--- src/design/ymr_pkg.sv ---
// Package for the YMODEM packet receiver: framing symbols, phase and verdict
// codes, and the result record shared by the control logic and the top level.
// No dependencies.
package ymr_pkg;

  // Framing symbols of the serial protocol.
  localparam logic [7:0] SymSoh = 8'h01;
  localparam logic [7:0] SymStx = 8'h02;
  localparam logic [7:0] SymEot = 8'h04;
  localparam logic [7:0] SymCa  = 8'h18;

  // Receiver phases.
  localparam int unsigned PhaseW = 3;
  localparam logic [PhaseW-1:0] PhIdle = 3'd0;
  localparam logic [PhaseW-1:0] PhCa2  = 3'd1;
  localparam logic [PhaseW-1:0] PhBlk  = 3'd2;
  localparam logic [PhaseW-1:0] PhCmp  = 3'd3;
  localparam logic [PhaseW-1:0] PhData = 3'd4;
  localparam logic [PhaseW-1:0] PhCrcH = 3'd5;
  localparam logic [PhaseW-1:0] PhCrcL = 3'd6;

  // Packet verdict codes.
  localparam logic [2:0] VAck     = 3'd0;
  localparam logic [2:0] VNak     = 3'd1;
  localparam logic [2:0] VAckC    = 3'd2;
  localparam logic [2:0] VPoll    = 3'd3;
  localparam logic [2:0] VEnd     = 3'd4;
  localparam logic [2:0] VCancel  = 3'd5;
  localparam logic [2:0] VSession = 3'd6;

  // Result kinds.
  localparam logic KindData    = 1'b0;
  localparam logic KindVerdict = 1'b1;

  // Payload sizes and the byte counter width.
  localparam int unsigned CountW = 11;
  localparam logic [CountW-1:0] ShortSize = 11'd128;
  localparam logic [CountW-1:0] LongSize  = 11'd1024;

  // CRC16-XMODEM polynomial.
  localparam logic [15:0] CrcPoly = 16'h1021;

  typedef struct packed {
    logic        kind;
    logic [7:0]  data_byte;
    logic [31:0] flash_address;
    logic        is_header;
    logic [2:0]  verdict;
  } res_t;

endpackage

--- src/design/ymr_if.sv ---
// Channel interfaces of the YMODEM packet receiver: received items in and
// result items out, each with a valid/ready handshake. No dependencies.
interface ymr_in_if;
  logic       valid;
  logic       ready;
  logic       command;
  logic [7:0] rx_byte;

  modport source (output valid, output command, output rx_byte, input ready);
  modport sink (input valid, input command, input rx_byte, output ready);
endinterface

interface ymr_out_if;
  logic        valid;
  logic        ready;
  logic        kind;
  logic [7:0]  data_byte;
  logic [31:0] flash_address;
  logic        is_header;
  logic [2:0]  verdict;

  modport source (output valid, output kind, output data_byte, output flash_address,
                  output is_header, output verdict, input ready);
  modport sink (input valid, input kind, input data_byte, input flash_address,
                input is_header, input verdict, output ready);
endinterface

--- src/design/ymr_crc.sv ---
// One-byte update of CRC16-XMODEM (polynomial 0x1021, MSB first).
// Depends on ymr_pkg for the polynomial.
module ymr_crc
  import ymr_pkg::*;
(
  input  logic [15:0] crc_i,
  input  logic [7:0]  byte_i,
  output logic [15:0] crc_o
);

  always_comb begin
    logic [15:0] c;
    c = crc_i ^ {byte_i, 8'h00};
    for (int k = 0; k < 8; k++) begin
      if (c[15]) begin
        c = {c[14:0], 1'b0} ^ CrcPoly;
      end else begin
        c = {c[14:0], 1'b0};
      end
    end
    crc_o = c;
  end

endmodule

--- src/design/ymr_fsm.sv ---
// Packet framing, sequence checks and verdict logic of the YMODEM receiver.
// Depends on ymr_pkg and instantiates ymr_crc.
module ymr_fsm
  import ymr_pkg::*;
(
  input  logic        clk_i,
  input  logic        rst_ni,
  input  logic        step_i,
  input  logic        command_i,
  input  logic [7:0]  rx_byte_i,
  input  logic [31:0] flash_base_i,
  output logic        res_valid_o,
  output res_t        res_o
);

  logic [PhaseW-1:0] phase_q, phase_d;
  logic              long_q, long_d;
  logic [CountW-1:0] count_q, count_d;
  logic [15:0]       crc_q, crc_d;
  logic [7:0]        blk_q, blk_d;
  logic [7:0]        crc_hi_q, crc_hi_d;
  logic [7:0]        exp_seq_q, exp_seq_d;
  logic [31:0]       offset_q, offset_d;
  logic              in_file_q, in_file_d;
  logic              pair_bad_q, pair_bad_d;
  logic              head_empty_q, head_empty_d;

  logic [15:0]       crc_next;
  logic [CountW-1:0] size;
  logic [CountW-1:0] count_inc;
  logic [15:0]       crc_got;

  ymr_crc u_crc (
    .crc_i  (crc_q),
    .byte_i (rx_byte_i),
    .crc_o  (crc_next)
  );

  assign size      = long_q ? LongSize : ShortSize;
  assign count_inc = count_q + CountW'(1);
  assign crc_got   = {crc_hi_q, rx_byte_i};

  always_comb begin
    phase_d      = phase_q;
    long_d       = long_q;
    count_d      = count_q;
    crc_d        = crc_q;
    blk_d        = blk_q;
    crc_hi_d     = crc_hi_q;
    exp_seq_d    = exp_seq_q;
    offset_d     = offset_q;
    in_file_d    = in_file_q;
    pair_bad_d   = pair_bad_q;
    head_empty_d = head_empty_q;
    res_valid_o  = 1'b0;
    res_o        = '0;
    res_o.kind   = KindVerdict;
    res_o.verdict = VPoll;

    if (command_i) begin
      // A timeout drops whatever packet was in progress.
      res_valid_o = 1'b1;
      phase_d     = PhIdle;
    end else begin
      case (phase_q)
        PhIdle: begin
          if (rx_byte_i == SymSoh || rx_byte_i == SymStx) begin
            long_d  = (rx_byte_i == SymStx);
            count_d = '0;
            crc_d   = '0;
            phase_d = PhBlk;
          end else if (rx_byte_i == SymEot) begin
            in_file_d     = 1'b0;
            exp_seq_d     = '0;
            offset_d      = '0;
            res_valid_o   = 1'b1;
            res_o.verdict = VEnd;
          end else if (rx_byte_i == SymCa) begin
            phase_d = PhCa2;
          end else begin
            res_valid_o = 1'b1;
          end
        end
        PhCa2: begin
          res_valid_o = 1'b1;
          phase_d     = PhIdle;
          if (rx_byte_i == SymCa) begin
            in_file_d     = 1'b0;
            exp_seq_d     = '0;
            offset_d      = '0;
            res_o.verdict = VCancel;
          end
        end
        PhBlk: begin
          blk_d   = rx_byte_i;
          phase_d = PhCmp;
        end
        PhCmp: begin
          pair_bad_d = (blk_q != ~rx_byte_i);
          phase_d    = PhData;
        end
        PhData: begin
          if (count_q == '0) begin
            head_empty_d = (rx_byte_i == 8'h00);
          end
          res_valid_o     = 1'b1;
          res_o.kind      = KindData;
          res_o.data_byte = rx_byte_i;
          res_o.verdict   = VAck;
          res_o.is_header = ~in_file_q;
          res_o.flash_address = in_file_q ?
              (flash_base_i + offset_q + 32'(count_q)) : 32'h0;
          crc_d   = crc_next;
          count_d = count_inc;
          if (count_inc >= size) begin
            phase_d = PhCrcH;
          end
        end
        PhCrcH: begin
          crc_hi_d = rx_byte_i;
          phase_d  = PhCrcL;
        end
        PhCrcL: begin
          res_valid_o = 1'b1;
          phase_d     = PhIdle;
          if (pair_bad_q) begin
            res_o.verdict = VPoll;
          end else if (!in_file_q) begin
            if (blk_q != 8'h00 || crc_got != crc_q) begin
              res_o.verdict = VNak;
            end else if (head_empty_q) begin
              res_o.verdict = VSession;
            end else begin
              res_o.verdict = VAckC;
              in_file_d     = 1'b1;
              exp_seq_d     = 8'd1;
              offset_d      = '0;
            end
          end else if (blk_q != exp_seq_q || crc_got != crc_q) begin
            res_o.verdict = VNak;
          end else begin
            res_o.verdict = VAck;
            exp_seq_d     = exp_seq_q + 8'd1;
            offset_d      = offset_q + 32'(size);
          end
        end
        default: begin
          res_valid_o = 1'b0;
          phase_d     = PhIdle;
        end
      endcase
    end
  end

  always_ff @(posedge clk_i or negedge rst_ni) begin
    if (!rst_ni) begin
      phase_q      <= PhIdle;
      long_q       <= 1'b0;
      count_q      <= '0;
      crc_q        <= '0;
      blk_q        <= '0;
      crc_hi_q     <= '0;
      exp_seq_q    <= '0;
      offset_q     <= '0;
      in_file_q    <= 1'b0;
      pair_bad_q   <= 1'b0;
      head_empty_q <= 1'b0;
    end else if (step_i) begin
      phase_q      <= phase_d;
      long_q       <= long_d;
      count_q      <= count_d;
      crc_q        <= crc_d;
      blk_q        <= blk_d;
      crc_hi_q     <= crc_hi_d;
      exp_seq_q    <= exp_seq_d;
      offset_q     <= offset_d;
      in_file_q    <= in_file_d;
      pair_bad_q   <= pair_bad_d;
      head_empty_q <= head_empty_d;
    end
  end

endmodule

--- src/design/ymodem_packet_receiver.sv ---
// YMODEM packet receiver: an accepted request passes the input register, then the
// result register; throughput is one request per cycle while the result side is
// not stalled, with a single byte-wide CRC and framing step between them.
// A request that gives no result leaves the result register free.
// rst_ni clears the phase, sequence, offset and flags and sets flash_base to 0.
module ymodem_packet_receiver
  import ymr_pkg::*;
(
  input  logic        clk_i,
  input  logic        rst_ni,
  input  logic        flash_base_we_i,
  input  logic [31:0] flash_base_i,
  ymr_in_if.sink      in_i,
  ymr_out_if.source   out_o
);

  // Configuration register. The user must write it only while no request is in flight; the block does not enforce this.
  logic [31:0] flash_base_q;

  always_ff @(posedge clk_i or negedge rst_ni) begin
    if (!rst_ni) begin
      flash_base_q <= '0;
    end else if (flash_base_we_i) begin
      flash_base_q <= flash_base_i;
    end
  end

  // Input register. A held request moves on once the result register can take
  // whatever it produces, which is the case when that register is empty or is
  // being drained in the same cycle.
  logic       in_valid_q;
  logic       in_cmd_q;
  logic [7:0] in_byte_q;
  logic       out_free;
  logic       step;

  assign out_free   = ~out_o.valid | out_o.ready;
  assign step       = in_valid_q & out_free;
  assign in_i.ready = ~in_valid_q | out_free;

  always_ff @(posedge clk_i or negedge rst_ni) begin
    if (!rst_ni) begin
      in_valid_q <= 1'b0;
    end else if (in_i.ready) begin
      in_valid_q <= in_i.valid;
    end
  end

  always_ff @(posedge clk_i) begin
    if (in_i.ready && in_i.valid) begin
      in_cmd_q  <= in_i.command;
      in_byte_q <= in_i.rx_byte;
    end
  end

  // Framing, CRC and verdict logic. Its state advances only on a step.
  logic res_valid;
  res_t res;

  ymr_fsm u_fsm (
    .clk_i        (clk_i),
    .rst_ni       (rst_ni),
    .step_i       (step),
    .command_i    (in_cmd_q),
    .rx_byte_i    (in_byte_q),
    .flash_base_i (flash_base_q),
    .res_valid_o  (res_valid),
    .res_o        (res)
  );

  // Result register.
  logic out_valid_q;
  res_t out_q;

  always_ff @(posedge clk_i or negedge rst_ni) begin
    if (!rst_ni) begin
      out_valid_q <= 1'b0;
    end else if (out_free) begin
      out_valid_q <= step & res_valid;
    end
  end

  always_ff @(posedge clk_i) begin
    if (step && res_valid) begin
      out_q <= res;
    end
  end

  assign out_o.valid         = out_valid_q;
  assign out_o.kind          = out_q.kind;
  assign out_o.data_byte     = out_q.data_byte;
  assign out_o.flash_address = out_q.flash_address;
  assign out_o.is_header     = out_q.is_header;
  assign out_o.verdict       = out_q.verdict;

endmodule

--- src/flat_wrapper.sv ---
// flat-port wrapper written by rule: the top's interface ports become plain ports
module ymodem_packet_receiver_flat import ymr_pkg::*;
  (clk_i, rst_ni, flash_base_we_i, flash_base_i, in_i_valid, in_i_command, in_i_rx_byte, in_i_ready, out_o_valid, out_o_kind, out_o_data_byte, out_o_flash_address, out_o_is_header, out_o_verdict, out_o_ready);
  ymr_in_if in_i_i ();
  ymr_out_if out_o_i ();
  input  logic clk_i;
  input  logic rst_ni;
  input  logic flash_base_we_i;
  input  logic [31:0] flash_base_i;
  input wire logic [$bits(in_i_i.valid)-1:0] in_i_valid;
  input wire logic [$bits(in_i_i.command)-1:0] in_i_command;
  input wire logic [$bits(in_i_i.rx_byte)-1:0] in_i_rx_byte;
  output wire logic [$bits(in_i_i.ready)-1:0] in_i_ready;
  output wire logic [$bits(out_o_i.valid)-1:0] out_o_valid;
  output wire logic [$bits(out_o_i.kind)-1:0] out_o_kind;
  output wire logic [$bits(out_o_i.data_byte)-1:0] out_o_data_byte;
  output wire logic [$bits(out_o_i.flash_address)-1:0] out_o_flash_address;
  output wire logic [$bits(out_o_i.is_header)-1:0] out_o_is_header;
  output wire logic [$bits(out_o_i.verdict)-1:0] out_o_verdict;
  input wire logic [$bits(out_o_i.ready)-1:0] out_o_ready;
  assign in_i_i.valid = in_i_valid;
  assign in_i_i.command = in_i_command;
  assign in_i_i.rx_byte = in_i_rx_byte;
  assign in_i_ready = in_i_i.ready;
  assign out_o_valid = out_o_i.valid;
  assign out_o_kind = out_o_i.kind;
  assign out_o_data_byte = out_o_i.data_byte;
  assign out_o_flash_address = out_o_i.flash_address;
  assign out_o_is_header = out_o_i.is_header;
  assign out_o_verdict = out_o_i.verdict;
  assign out_o_i.ready = out_o_ready;
  ymodem_packet_receiver u_core (.clk_i(clk_i), .rst_ni(rst_ni), .flash_base_we_i(flash_base_we_i), .flash_base_i(flash_base_i), .in_i(in_i_i), .out_o(out_o_i));
endmodule
--- config.mk ---
export PLATFORM = sky130hd
export DESIGN_NAME = ymodem_packet_receiver_flat
export DESIGN_NICKNAME = d
export VERILOG_FILES = /design/src/design/ymr_pkg.sv /design/src/design/ymr_if.sv /design/src/design/ymr_crc.sv /design/src/design/ymr_fsm.sv /design/src/design/ymodem_packet_receiver.sv /design/src/flat_wrapper.sv
export SDC_FILE = /design/constraint.sdc
export NUM_CORES = 1
export LEC_CHECK = 0
export BUFFER_PORTS_ARGS = -buffer_cell sky130_fd_sc_hd__buf_4
export CAP_MARGIN = 10
export CELL_PAD_IN_SITES_DETAIL_PLACEMENT = 0
export CELL_PAD_IN_SITES_GLOBAL_PLACEMENT = 1
export CORE_MARGIN = 4
export CORE_UTILIZATION = 45
export DETAILED_ROUTE_END_ITERATION = 6
export GPL_TIMING_DRIVEN = 0
export PLACE_DENSITY = 0.83
export SETUP_SLACK_MARGIN = 0.4
export SKIP_CTS_REPAIR_TIMING = 1
export SLEW_MARGIN = 20
export SYNTH_ARGS = -nofsm -noshare
export SYNTH_HDL_FRONTEND = slang
export SYNTH_SLANG_ARGS = --single-unit
--- constraint.sdc ---
create_clock -name clk_i -period 11.7 [get_ports clk_i]
set_input_delay 0.585 -clock clk_i [delete_from_list [all_inputs] [get_ports clk_i]]
set_output_delay 0.585 -clock clk_i [all_outputs]
set_load 0.01 [all_outputs]
==> run summary <==
Boundary pin count = 93
Area growth syn-to-layout = 17.9%
Netlist cell types = 62
Post-synth ARST share = 0.684
Row count = 54
Wire length of the first global-routing pass = 38.3 mm
Final Hold Fails = 0
Register cell area after layout = 4550 µm²
CTS Buf Count = 17
IR drop worst, VDD = 0.106 mV
Seq/Total Area, Yosys = 0.455
GR Util All Layers = 0.194
Slew of the pin with the lowest slew margin = 0.974 ns
Cell chosen for the clock root = clkbuf_16
Remaining global-route overflow = 0
Main synth FF type = dfrtp_1
Total DRC errors in the routed layout = 0
Met1 track utilization from global routing = 0.267
Count of input and output buffers = 91
Netlist Area Pre-Place = 10000 µm²
Met3 routing resource usage after global routing = 0.0316
Overall die width = 157 µm
Leakage power = 5.26 nW
Vias after detailed routing = 7,607
Number of setup violations in the final report = 0
Share of cells above drive strength 1 = 0.179
Mux share of post-synthesis cell area = 0.0583
Critical path startpoint = u_core.u_fsm.count_q[8]$_DFFE_PN0P_
Met2 track demand over resource = 0.323
Via count of the first global-routing pass = 7,294
Number of diodes = 0
Die Y-Extent = 157 µm
Share of the synthesized area in the top cell type = 0.293
Area after detailed placement = 11,100 µm²
Starting density of the core = 0.458
Share of synthesized cell area in and, or, nand and nor gates = 0.144
Startpoint type of the worst setup path = flip-flop
Final ANT Viol Nets = 0
Number of enable-type register cells in the synthesized netlist = 54
Total number of nets in the final design = 1,193
Synth warn = 0
Critical path data arrival time = 3.65 ns
XOR/XNOR share of the synthesized area = 0.0771
Clock transition at the register clock pins on the worst setup and hold paths after CTS = 0.07 ns
Placer congestion estimate = 0.860
Max-slew violations = 0
Combinational family with the most area after synthesis = compound AO/OA/AOI/OAI gates
Achievable clock frequency = 0.294 GHz
Routed len/inst = 17.1 µm
Ratio of total power to cell area = 164 nW/µm²
Outcome = complete, no violations
DRC violation total after the first TritonRoute iteration = 409
Antenna violations before repair = 0
Synthesized area divided by synthesized cell count = 10.4 µm²
Tightest slew margin relative to the limit = 0.345
Via density per instance = 5.55
Maximum number of pins on one net before global-route repair = 75
Number of H-tree levels = 4
Die area = 24,700 µm²
Worst clock skew = 0.0204 ns
Area used by multi-input combinational logic = 5220 µm²
HPWL after detailed placement = 17.2 mm
Synth Area in Compound Gates = 0.150
Highest net fanout along the worst path = 8
Setup CP Type = flip-flop to flip-flop
Buffers from clock root to sink, at most = 2
Fill count = 1,977
Core area = 21,800 µm²
Clock tree from TritonCTS = built
Flop-to-flop setup slack = 8.30 ns
Kind of path behind the tightest hold check = input port to async pin
Final critical-path required period = 3.40 ns
Final Instance Area = 11,800 µm²
Number of search-and-repair iterations in the first detailed-routing pass = 4
Global-route layer with the greatest usage = met2
Number of synthesized register bits = 171
RSZ-0062 raised after global routing = false
Period Utilization, post-route = 0.291
Yosys top cell by area = dfrtp_1
Worst flop-to-flop path startpoint = u_core.u_fsm.count_q[8]$_DFFE_PN0P_
Number of clock sinks = 171
Final design utilization = 0.540
Sort of element at the end of the critical path = flip-flop
Setup TNS Final = 0 ns
Nets in the synthesized netlist = 1,080
Required @ worst endpoint = 11.94 ns
Clock network latency to the later pin of the worst-skew pair = 0.44 ns
Total wire length = 23.4 mm
Cell types with the largest area share after synthesis = dfrtp_1 (29%), edfxtp_1 (16%), ha_1 (8.1%), mux2_2 (5.5%), xnor2_1 (4.6%)
Synth Instances = 964
Max-cap violations = 0
Fraction of the mapped netlist area in adder cells = 0.0914
[state kept, by name, indices dropped and copies added (netlist names)]
name,flops
u_core.in_valid_q,1
u_core.out_o.flash_address,32
u_core.out_o.is_header,1
u_core.u_fsm.pair_bad_q,1
u_core.u_fsm.exp_seq_q,8
u_core.u_fsm.offset_q,25
u_core.out_o.valid,1
u_core.out_o.kind,1
u_core.u_fsm.in_file_q,1
u_core.u_fsm.count_q,11
u_core.u_fsm.blk_q,8
u_core.u_fsm.crc_q,16
u_core.in_cmd_q,1
u_core.out_o.verdict,3
u_core.flash_base_q,32
u_core.out_o.data_byte,8
u_core.in_byte_q,8
u_core.u_fsm.long_q,1
u_core.u_fsm.crc_hi_q,8
u_core.u_fsm.phase_q,3
u_core.u_fsm.head_empty_q,1
[worst paths after layout]
check / endpoint / cells past startpoint
worst max-delay path: u_core.out_o.flash_address[25]$_SDFFCE_PP0P_ / 11
worst min-delay path: u_core.u_fsm.exp_seq_q[7]$_DFFE_PN0P_ / 1
worst max register to register: u_core.out_o.flash_address[25]$_SDFFCE_PP0P_ / 11
worst min register to register: u_core.u_fsm.offset_q[24]$_DFFE_PN0P_ / 1
max in group asynchronous: u_core.flash_base_q[7]$_DFFE_PN0P_ / 2
min in group clk_i: u_core.in_byte_q[5]$_DFFE_PP_ / 1
[synthesized netlist by cell type (7+ instances only)]
cell      number
a31oi_1       13
mux2_2        49
inv_1         11
xnor2_1       53
clkbuf_1      39
nand2_1       65
a21o_1        25
a211oi_1       9
a22o_1        10
and2_1        14
dfrtp_1      117
nor2_1        80
o211ai_1       7
o21ai_1       85
o21ai_0       13
a21oi_1       43
xor2_1        35
nor3_1        13
and3_1        24
nand3_1       21
nand4_1       33
ha_1          65
edfxtp_1      54
[cell families (layout without fill, tap and decap cells)]
logic type                 count (synthesis)  after routing
muxes                                     52             52
xor gates and xnor gates                  88             88
and+or+nand+nor                          284            284
adders and majority gates                 70             70
DFF                                      171            171
buffers and inverters                     60            186
AOI/OAI and AO/OA                        239            239
[where the power goes]
group          total [mW]  switching, mW  internal, mW
clock network       0.628          0.238         0.390
registers           0.794         0.0688         0.725
logic               0.511          0.274         0.237
[stage by stage]
stage	instances	hold WS [ns]	setup WS [ns]	power, mW
2_1_floorplan	964	0.289	7.49	1.13
3_3_place_gp	1335	0.484	5.87	1.29
3_5_place_dp	1338	0.498	8.38	1.32
4_1_cts	1370	0.0865	8.34	1.95
5_1_grt	1370	0.0952	8.02	2.03
6_report	1370	0.0642	8.30	1.93
[layout by cell type (no fill, tap or decap), types with 21 or more instances in the layout]
cell type,instances
nand4_1,33
nand2_1,65
xnor2_1,53
dfrtp_1,117
a21oi_1,42
mux2_2,49
ha_1,65
clkbuf_1,42
o21ai_1,85
buf_4,91
edfxtp_1,54
and3_1,24
nor2_1,80
a21o_1,25
nand3_1,21
xor2_1,35
[final cells by class]
cell class | instances | share of cell area
flip-flops and latches | 171 | 0.386
repair buffers | 94 | 0.0653
plain buffers | 48 | 0.0166
clock inverters | 9 | 0.0135
well taps | 280 | 0.0297
clock buffers | 23 | 0.0425
multi-input cells | 733 | 0.443
inverters | 12 | 0.00382
[layer usage]
metal  wire length (µm)  vias up
met5                  0        -
met4                332        0
met3                994       23
met2              11100      160
met1              11000     3656
li1                   -     3768
[critical path, cell delays in order (launching register included)]
cell,delay (ns)
dfrtp_1,0.47
fa_1,0.51
ha_1,0.29
clkbuf_1,0.28
o21a_1,0.17
o21ai_0,0.09
a211oi_1,0.30
o21ai_1,0.20
a21oi_1,0.29
o211ai_1,0.14
a21oi_1,0.19
mux2i_1,0.30
Note: power is estimated with default switching activity, not from simulation.
